**config.mk**
```make
export PLATFORM = sky130hd
export DESIGN_NAME = mbw_pick
export DESIGN_NICKNAME = d
export VERILOG_FILES = /design/src/rtl/mbw_pkg.sv /design/src/rtl/mbw_pick.sv
export SDC_FILE = /design/constraint.sdc
export NUM_CORES = 1
export LEC_CHECK = 0
export ABC_AREA = 1
export BUFFER_PORTS_ARGS = -buffer_cell sky130_fd_sc_hd__buf_2
export CAP_MARGIN = 25
export CORE_UTILIZATION = 50
export DETAILED_ROUTE_END_ITERATION = 12
export GPL_TIMING_DRIVEN = 1
export PLACE_DENSITY_LB_ADDON = 0.3
export SLEW_MARGIN = 20
export SYNTH_ARGS = -nofsm -noshare
export SYNTH_HDL_FRONTEND = slang
export SYNTH_SLANG_ARGS = --single-unit
export TNS_END_PERCENT = 20
```
**constraint.sdc**
```tcl
create_clock -name vclk -period 6.25
set_clock_uncertainty 0.2 [all_clocks]
set_input_delay 1.25 -clock vclk [all_inputs]
set_output_delay 1.25 -clock vclk [all_outputs]
set_load 0.05 [all_outputs]
```
**src/rtl/mbw_pkg.sv**
```systemverilog
// Package for the maze backtracker walk core: sizes, item layouts, result kinds
// and small helper functions for neighbour addressing and selection.
// Depends on nothing; mbw_pick, the core and the testbench import it.
package mbw_pkg;

	localparam int MAX_SIDE   = 64;
	localparam int COORD_W    = $clog2(MAX_SIDE);
	localparam int CELL_W     = 2 * COORD_W;
	localparam int CELLS      = MAX_SIDE * MAX_SIDE;
	localparam int CNT_W      = CELL_W + 1;
	localparam int SIDE_W     = 7;
	localparam int RAND_W     = 8;
	localparam int EPOCH_W    = 8;
	localparam int CFG_IDX_W  = 1;
	localparam int CFG_DATA_W = SIDE_W;

	typedef logic [COORD_W-1:0] coord_t;
	typedef logic [CELL_W-1:0]  cell_t;

	localparam logic [CFG_IDX_W-1:0] CFG_GRID_WIDTH  = 1'd0;
	localparam logic [CFG_IDX_W-1:0] CFG_GRID_HEIGHT = 1'd1;
	localparam logic [SIDE_W-1:0]    SIDE_RESET      = 7'd30;

	typedef enum logic [1:0] {
		KIND_EDGE  = 2'd0,
		KIND_BACK  = 2'd1,
		KIND_DONE  = 2'd2,
		KIND_START = 2'd3
	} kind_t;

	typedef enum logic [1:0] {
		DIR_PX = 2'd0,
		DIR_PY = 2'd1,
		DIR_MX = 2'd2,
		DIR_MY = 2'd3
	} dir_t;

	typedef struct packed {
		logic               mode;
		coord_t             start_x;
		coord_t             start_y;
		logic [RAND_W-1:0]  rand_value;
	} cmd_t;

	typedef struct packed {
		kind_t  kind;
		coord_t from_x;
		coord_t from_y;
		coord_t to_x;
		coord_t to_y;
	} res_t;

	typedef struct packed {
		logic   found;
		coord_t x;
		coord_t y;
	} pick_t;

	function automatic logic [SIDE_W-1:0] eff_side(input logic [SIDE_W-1:0] v);
		if (v == '0) begin
			return SIDE_W'(1);
		end
		if (v > SIDE_W'(MAX_SIDE)) begin
			return SIDE_W'(MAX_SIDE);
		end
		return v;
	endfunction

	// Cell address is row-major: the row in the upper half, the column in the lower.
	function automatic cell_t nb_cell(input dir_t d, input coord_t x, input coord_t y);
		case (d)
			DIR_PX:  return {y, coord_t'(x + 1'b1)};
			DIR_PY:  return {coord_t'(y + 1'b1), x};
			DIR_MX:  return {y, coord_t'(x - 1'b1)};
			DIR_MY:  return {coord_t'(y - 1'b1), x};
			default: return {y, x};
		endcase
	endfunction

	// Residue modulo three, using the fact that four is one modulo three.
	function automatic logic [1:0] mod3(input logic [RAND_W-1:0] r);
		logic [3:0] s;
		s = 4'(r[1:0]) + 4'(r[3:2]) + 4'(r[5:4]) + 4'(r[7:6]);
		case (s)
			4'd0, 4'd3, 4'd6, 4'd9, 4'd12: return 2'd0;
			4'd1, 4'd4, 4'd7, 4'd10:       return 2'd1;
			default:                       return 2'd2;
		endcase
	endfunction

endpackage

```
**src/rtl/mbw_pick.sv**
```systemverilog
// Chooses one open neighbour of the current cell from the random value.
// Depends on mbw_pkg.
module mbw_pick
	import mbw_pkg::*;
(
	input  logic [3:0]        open_dirs,
	input  logic [RAND_W-1:0] rand_value,
	input  coord_t            cur_x,
	input  coord_t            cur_y,
	output pick_t             pick
);

	logic [2:0] n;
	logic [1:0] sel;
	logic [1:0] seen;
	logic       hit;
	dir_t       dir;

	always_comb begin
		n = 3'($countones(open_dirs));
		case (n)
			3'd2:    sel = {1'b0, rand_value[0]};
			3'd3:    sel = mod3(rand_value);
			3'd4:    sel = rand_value[1:0];
			default: sel = 2'd0;
		endcase
		seen = 2'd0;
		hit  = 1'b0;
		dir  = DIR_PX;
		for (int k = 0; k < 4; k++) begin
			if (open_dirs[k]) begin
				if (!hit && seen == sel) begin
					hit = 1'b1;
					dir = dir_t'(k[1:0]);
				end
				seen = seen + 2'd1;
			end
		end
		pick.found        = hit;
		{pick.y, pick.x}  = nb_cell(dir, cur_x, cur_y);
	end

endmodule

```
==> results.sh, run 1 <==
export IMPL_status="finished with violations"
export IMPL_violations="negative setup slack"
export IMPL_finish_instance_area_sq_um=1800
export IMPL_grt_max_degree=12
export IMPL_regArea_sq_um=0
export IMPL_fmaxAchievable_mhz=144
export IMPL_route_vias_total=1423
export IMPL_min_path_cells=4
export IMPL_wl_per_cell_um=13.2
export IMPL_fillers=147
export IMPL_synth_top_cell_area_share_pct=15.9
export IMPL_tightestPinTransition_ps=351
export IMPL_coreArea_sq_um=2210
export IMPL_drv_cap=0
export IMPL_p_sw_share_pct=60.1
export IMPL_powerDensity_nw_per_um2=232
export IMPL_grt_pass1_wl_um=5310
export IMPL_whs_endpoint="pick[1]"
export IMPL_antenna_found_initial=0
export IMPL_place_hpwl_um=2400
export IMPL_portBuffers=37
export IMPL_synthesis_instances=183
export IMPL_avgSynthCellArea_sq_um=6.45
export IMPL_power_internal_mw=0.167
export IMPL_nFlopsAndLatches=0
export IMPL_leakage_nw=1.03
export IMPL_dr_first_iter_drc_count=34
export IMPL_maxSlewHeadroom_pct=76.4
export IMPL_p_seq_share_pct=0
export IMPL_drive_above_1_share_pct=51.4
export IMPL_arrival_ps=5490
export IMPL_syn_to_final_growth_pct=52.6
export IMPL_drv_slew=0
export IMPL_synth_cell_types=25
export IMPL_rows=17
export IMPL_pre_cts_slack_ps=-865
export IMPL_post_route_drc_count=0
export IMPL_ant_nets=0
export IMPL_netlist_area_sq_um=1180
export IMPL_postPlaceCellArea_sq_um=1590
export IMPL_die_h_um=50.6
export IMPL_synthTopCellsByArea="ha_1 (16%), nand2_1 (14%), fa_1 (12%)"
export IMPL_hold_start="cur_y[1]"
export IMPL_slowest_stage="fa_2"
export IMPL_fin_nets=293
export IMPL_hp_class="primary input to output port"
export IMPL_rsz0062_at_grt="yes"
export IMPL_ctsHoldBuffers=0
export IMPL_hold_viol=0
export IMPL_n_antenna_cell=0
export IMPL_start_util_pct=53.4
export IMPL_p_sw_mw=0.252
export IMPL_setup_viol=12
export IMPL_worst_ep_required_time_ps=4800
export IMPL_yosysWarnings=0
export IMPL_peakVddDrop_mv=0.164
export IMPL_setup_slack_ps=-690
export IMPL_finalCriticalPeriod_ps=6940
export IMPL_yosys_area_top_type="ha_1"
export IMPL_syn_num_nets=229
export IMPL_drt_wl_total_um=3590
export IMPL_crit_fanout=5
export IMPL_ios=37
export IMPL_clkPwrFrac_pct=0
export IMPL_dr_pass1_iters=4
export IMPL_critical_path_top_delay_family="adder cells"
export IMPL_comb_power_share_pct=100.0
export IMPL_gp_congestion=0.854
export IMPL_timing_final_crit_share_pct=111
export IMPL_grt_usage_pct=25.6
export IMPL_nClkBuffers=0
export IMPL_synth_most_common_cell="nand2_1"
export IMPL_die_w_um=50.6
export IMPL_crit_path_end_kind="output port"
export IMPL_path_buf_inv=6
export IMPL_dieArea_sq_um=2560
export IMPL_max_stage_delay_ps=580
export IMPL_yosysSeqAreaShare_pct=0
export IMPL_worstSetupPathType="primary input to output port"
export IMPL_yosys_top_cells_count="nand2_1 (44), inv_1 (27), nand3_1 (23)"
export IMPL_post_drt_via_cell_ratio=5.21
export IMPL_grt_remaining_overflow=0
export IMPL_first_global_vias=1347
export IMPL_critPathLaunchType="primary input"
-- repair_timing --
item	CTS	global route
buffers inserted	4	1
pin swaps	20	13
resized for setup	36	10
cloned	0	0
endpoints found under the hold margin	0	0
endpoints found under the setup margin	12	12
-- per-layer routing --
layer	part of all wire (%)	track usage, %	vias up	wire length [um]
met1	39	30.0	662	1420
li1	-	-	708	-
met3	3.2	0.909	4	116
met5	0	0	-	0
met2	56	51.6	49	2020
met4	1.2	2.78	0	43
-- worst min-delay path: cells and delay by family --
family | cells | cell delay, ps
buf+inv | 2 | 280
simple gates | 2 | 110
-- final cells by class --
class	count	area [sq um]	area share (%)
Inverter	33	124	6.87
Multi-Input combinational cell	146	1160	64.5
Timing Repair Buffer	66	480	26.6
Tap cell	28	35.0	1.94
-- cells in the final DEF (no fill, tap or decap) --
master,instances
fa_1,4
ha_1,11
buf_2,24
nand2_2,19
or2_1,1
nor2_1,1
nand2_1,35
nor2_2,2
nand3b_1,2
or2_4,1
nand2_4,6
o21ai_0,2
o21ai_1,1
buf_8,2
xor2_2,1
xor2_1,5
a21oi_2,6
xnor2_2,2
ha_4,3
nand4_1,3
nand3_1,22
inv_1,26
nor2_4,4
a21boi_1,1
buf_4,32
inv_2,7
a21oi_1,5
nand3_4,1
ha_2,1
nand3_2,4
fa_2,3
buf_6,8
-- stage by stage --
stage	setup TNS (ps)	power [mW]	hold WS [ps]	cells	utilization [%]
3_3_place_gp	-5430	0.337	2700	268	71.9
6_report	-5390	0.418	2680	273	81.5
4_1_cts	-4550	0.395	2660	272	79.1
5_1_grt	-7470	0.446	2700	273	81.5
2_1_floorplan	-2470	0.265	2470	183	-
3_5_place_dp	-6680	0.348	2700	268	71.9
-- power groups by stage --
stage / logic (mW) / registers (mW) / clock network [mW]
after floorplan: 0.265 / 0 / 0
after global placement: 0.337 / 0 / 0
after detailed placement: 0.348 / 0 / 0
after CTS: 0.395 / 0 / 0
after global routing: 0.446 / 0 / 0
final: 0.418 / 0 / 0
-- worst max-delay path by stage --
stage	from	slack, ps	cells past startpoint	end
floorplan	rand_value[1]	-370	27	pick[5]
detailed placement	rand_value[1]	-870	29	pick[11]
CTS	rand_value[5]	-700	28	pick[5]
global placement	rand_value[1]	-740	28	pick[5]
finish	rand_value[5]	-690	26	pick[5]
global route	rand_value[5]	-920	28	pick[5]
-- cell families after synthesis --
kind of cell | share of synthesized area, %
buffers and inverters | 14.1
adders and majority gates | 27.8
AOI/OAI and AO/OA | 6.89
xor gates and xnor gates | 5.93
and+or+nand+nor | 45.3
No activity file was read; power rests on OpenSTA's default activity.
==> run 2: changes to the inputs <==
CORE_UTILIZATION = 58   (was 50)
SETUP_SLACK_MARGIN = 0.5   (was not set)
clock period = 8.8 ns   (was 6.25 ns; I/O delays follow)
==> run 2 against run 1 <==
Compared with the run above:
- the flow now finishes without violations
- combinational power down 44%
- core utilization down 1.5 points
- non-clock buffer count down 26
- cell area down 19%
- first-iteration DRC count down 65%
- routed wire length down 23%
- worst setup slack better by 1300 ps
- worst hold slack better by 1000 ps
- total power down 44%
- critical path depth down 2
- final cell count down 11%
==> results.sh, run 2 (same netlist as run 1, synthesis figures left out) <==
export IMPL_post_place_cells=241
export IMPL_powerDensity_nw_per_um2=161
export IMPL_hp_class="primary input to output port"
export IMPL_tns_ps=0
export IMPL_crit_path_end_kind="output port"
export IMPL_fin_cells=244
export IMPL_rsz0062_at_grt="yes"
export IMPL_setup_viol=0
export IMPL_coreArea_sq_um=1820
export IMPL_first_global_vias=975
export IMPL_route_vias_total=1266
export IMPL_drt_wl_total_um=2760
export IMPL_gp_congestion=0.877
export IMPL_drv_cap=0
export IMPL_peakVddDrop_mv=0.0999
export IMPL_dieArea_sq_um=2220
export IMPL_rows=15
export IMPL_setup_slack_ps=637
export IMPL_syn_to_final_growth_pct=23.3
export IMPL_drive_above_1_share_pct=37.4
export IMPL_hold_viol=0
export IMPL_hold_start="cur_y[5]"
export IMPL_grt_remaining_overflow=0
export IMPL_tightestPinTransition_ps=368
export IMPL_antenna_found_initial=0
export IMPL_wl_per_cell_um=11.3
export IMPL_ios=37
export IMPL_nClkBuffers=0
export IMPL_dr_first_iter_drc_count=12
export IMPL_final_cell_mix="nand2_1 (43), buf_2 (34), inv_1 (26)"
export IMPL_drv_slew=0
export IMPL_arrival_ps=6200
export IMPL_grt_usage_pct=22.6
export IMPL_status="finished clean"
export IMPL_die_h_um=47.1
export IMPL_crit_fanout=5
export IMPL_pre_cts_slack_ps=494
export IMPL_timing_final_crit_share_pct=92.8
export IMPL_ctsHoldBuffers=0
export IMPL_fmaxAchievable_mhz=123
export IMPL_worst_ep_required_time_ps=6840
export IMPL_finalCriticalPeriod_ps=8160
export IMPL_critPathLaunchType="primary input"
export IMPL_post_drt_via_cell_ratio=5.19
export IMPL_grt_pass1_wl_um=3820
export IMPL_die_w_um=47.1
export IMPL_n_antenna_cell=0
export IMPL_post_route_drc_count=0
export IMPL_fin_nets=267
export IMPL_whs_endpoint="pick[5]"
export IMPL_place_hpwl_um=2060
export IMPL_ant_nets=0
export IMPL_min_path_cells=5
export IMPL_power_total_mw=0.235
export IMPL_final_common_cell="nand2_1"
export IMPL_worstSetupPathType="primary input to output port"
export IMPL_grt_max_degree=13
export IMPL_portBuffers=37
export IMPL_regArea_sq_um=0
export IMPL_start_util_pct=64.9
export IMPL_dr_pass1_iters=4
export IMPL_leakage_nw=0.860
export IMPL_maxSlewHeadroom_pct=75.2
export IMPL_timing_hold_ws_ps=3690
export IMPL_nFlopsAndLatches=0
==> run 2: cell count changes in the layout (fill, tap and decap cells not counted), sizes merged <==
cell    before  now
clkbuf       0    1
buf         66   39
==> run 2: final cells by class <==
type / instances / area [sq um]
Tap cell: 25 / 31.3
Multi-Input combinational cell: 146 / 1080
Timing Repair Buffer: 40 / 223
Inverter: 33 / 124
Fill cell: 145 / 364
==> run 2: critical path: stages <==
cell	delay (ps)
buf_2	120
fa_1	530
inv_1	50
fa_1	530
inv_2	50
ha_1	180
fa_2	570
nand4_1	100
nand2_1	80
nand3_2	130
nand2_2	130
nand2_1	70
nand2_1	100
nor2_4	50
inv_2	80
nand2_1	110
nor2_4	200
inv_1	80
fa_1	410
o21ai_0	220
xor2_1	220
nand3_1	120
nand2_1	80
clkbuf_4	220
==> run 2: per-stage QoR <==
| stage | cell area [sq um] | utilization, % |
|---|---|---|
| floorplan | 1180 | - |
| global placement | 1360 | 74.4 |
| detailed placement | 1360 | 74.4 |
| CTS | 1360 | 74.7 |
| global route | 1460 | 80.0 |
| finish | 1460 | 80.0 |
==> run 2: worst max-delay path by stage <==
stage                       start      end  slack [ps]
floorplan           rand_value[1]  pick[5]         960
global placement    rand_value[1]  pick[5]         660
detailed placement  rand_value[1]  pick[5]         490
CTS                 rand_value[1]  pick[5]         550
global route        rand_value[1]  pick[4]         410
finish              rand_value[1]  pick[4]         640
==> run 2: per-layer routing <==
metal  up-vias  track usage (%)  wire length (um)  part of all wire [%]
met5         -                0                 0                     0
li1        658                -                 -                     -
met4         0                0                57                   2.1
met1       563             30.5              1200                    43
met3        10            0.385                90                   3.3
met2        35             42.5              1410                    51
==> run 2: report_power, final <==
part           switching (mW)  total, mW  internal [mW]
Clock                       0          0              0
Sequential                  0          0              0
Combinational           0.159      0.235         0.0761
Total                   0.159      0.235         0.0761
==> run 2: timing repair <==
item | 4_1_cts | 5_1_grt
pin swaps | 0 | 5
resized for setup | 1 | 19
setup buffers | 0 | 3
setup endpoints to repair | 1 | 3
==> run 3: changes to the inputs <==
CORE_UTILIZATION = 50   (was 58)
==> run 3 against run 2 <==
Compared with the run above:
- cell area is 1.8% lower
- via count is 4.4% lower
- critical path depth stayed put
- worst setup slack better by 89 ps
- global-route usage is 3.7 points lower
- sequential share of layout area stayed put
- clock-buffer cell count stayed put
- fmax is 1.1% higher
==> results.sh, run 3 (same netlist as run 1, synthesis figures left out) <==
export IMPL_status="finished clean"
export IMPL_whs_endpoint="pick[5]"
export IMPL_path_cells="buf_2, fa_1, inv_1, fa_1, inv_2, ha_1, fa_2, inv_2, nand2_1, nand2_1, nand2_1, inv_2, nand2_4, nand2_2, xor2_1, nand3b_1, nor2_4, inv_1, fa_1, o21ai_1, xor2_1, nand3_1, nand2_1, clkbuf_4"
export IMPL_post_route_drc_count=0
export IMPL_comb_power_share_pct=100.0
export IMPL_grt_pass1_wl_um=3970
export IMPL_die_h_um=50.6
export IMPL_ant_nets=0
export IMPL_rsz0062_at_grt="yes"
export IMPL_gp_congestion=0.775
export IMPL_final_cell_mix="nand2_1 (44), buf_2 (34), inv_1 (26)"
export IMPL_regArea_sq_um=0
export IMPL_critical_path_top_delay_family="adder cells"
export IMPL_pre_cts_slack_ps=563
export IMPL_setup_viol=0
export IMPL_setup_slack_ps=727
export IMPL_ctsHoldBuffers=0
export IMPL_dr_pass1_iters=4
export IMPL_crit_fanout=6
export IMPL_p_sw_share_pct=67.6
export IMPL_drt_wl_total_um=2400
export IMPL_final_common_cell="nand2_1"
export IMPL_path_common_cell="nand2_1"
export IMPL_nFlopsAndLatches=0
export IMPL_max_stage_delay_ps=570
export IMPL_post_drt_via_cell_ratio=4.94
export IMPL_drv_slew=0
export IMPL_fin_cells=245
export IMPL_p_seq_share_pct=0
export IMPL_fin_nets=265
export IMPL_antenna_found_initial=0
export IMPL_dr_first_iter_drc_count=18
export IMPL_ios=37
export IMPL_grt_usage_pct=18.9
export IMPL_finalCriticalPeriod_ps=8070
export IMPL_timing_final_crit_share_pct=91.7
export IMPL_powerDensity_nw_per_um2=158
export IMPL_rows=17
export IMPL_n_antenna_cell=0
export IMPL_place_hpwl_um=1980
export IMPL_post_place_cells=244
export IMPL_wl_per_cell_um=9.79
export IMPL_min_path_cells=5
export IMPL_grt_remaining_overflow=0
export IMPL_hold_viol=0
export IMPL_tightestPinTransition_ps=252
export IMPL_dieArea_sq_um=2560
export IMPL_route_vias_total=1210
export IMPL_fillers=226
export IMPL_grt_max_degree=13
export IMPL_tns_ps=0
export IMPL_portBuffers=37
export IMPL_maxSlewHeadroom_pct=83.3
export IMPL_power_total_mw=0.226
export IMPL_fmaxAchievable_mhz=124
export IMPL_nClkBuffers=0
export IMPL_critPathLaunchType="primary input"
export IMPL_arrival_ps=6110
export IMPL_worst_ep_required_time_ps=6840
export IMPL_peakVddDrop_mv=0.0822
export IMPL_crit_path_end_kind="output port"
export IMPL_worstSetupPathType="primary input to output port"
export IMPL_hold_start="cur_y[5]"
export IMPL_p_sw_mw=0.153
export IMPL_post_route_util_pct=64.6
export IMPL_die_w_um=50.6
export IMPL_drive_above_1_share_pct=35.9
export IMPL_clkPwrFrac_pct=0
export IMPL_postPlaceCellArea_sq_um=1360
export IMPL_syn_to_final_growth_pct=21.1
export IMPL_first_global_vias=1027
export IMPL_path_buf_inv=7
export IMPL_coreArea_sq_um=2210
export IMPL_timing_hold_ws_ps=3680
export IMPL_drv_cap=0
export IMPL_slowest_stage="fa_2"
export IMPL_leakage_nw=0.846
export IMPL_finish_instance_area_sq_um=1430
export IMPL_cp_num_cells=24
export IMPL_power_internal_mw=0.0733
export IMPL_hp_class="primary input to output port"
export IMPL_start_util_pct=53.4
export IMPL_multiInputGateArea_sq_um=1070
run 3: area by class of cell:
type	instances	area share [%]
inverter	33	8.66
multi-input combinational	146	74.6
tap	28	2.45
timing repair buffer	38	14.3
run 3: what timing repair did:
item                                    in CTS  in global routing
resized for setup                            0                 17
buffers inserted                             0                  1
endpoints found under the setup margin       0                  3
run 3: power by group through the flow:
stage	logic, mW	clock network, mW	registers [mW]
3_5_place_dp	0.214	0	0
5_1_grt	0.249	0	0
4_1_cts	0.214	0	0
3_3_place_gp	0.211	0	0
6_report	0.226	0	0
2_1_floorplan	0.181	0	0
run 3: worst max-delay path by stage:
stage                              from  slack (ps)       end
after floorplan           rand_value[1]         960   pick[5]
after global placement    rand_value[1]         620  pick[11]
after detailed placement  rand_value[1]         560  pick[11]
after CTS                 rand_value[1]         560  pick[11]
after global routing      rand_value[1]         370  pick[11]
final                     rand_value[1]         730   pick[4]
run 3: worst min-delay path, stage by stage:
cell and delay (ps):
buf_2 90, inv_1 30, nand2_1 50, nand2_1 50, buf_6 150
run 3: per-layer routing:
| metal | GRT usage (%) | routed length (um) |
|---|---|---|
| met2 | 35.1 | 1240 |
| met5 | 0 | 0 |
| met3 | 0.606 | 89 |
| met1 | 24.7 | 1070 |
| met4 | 1.85 | 0 |
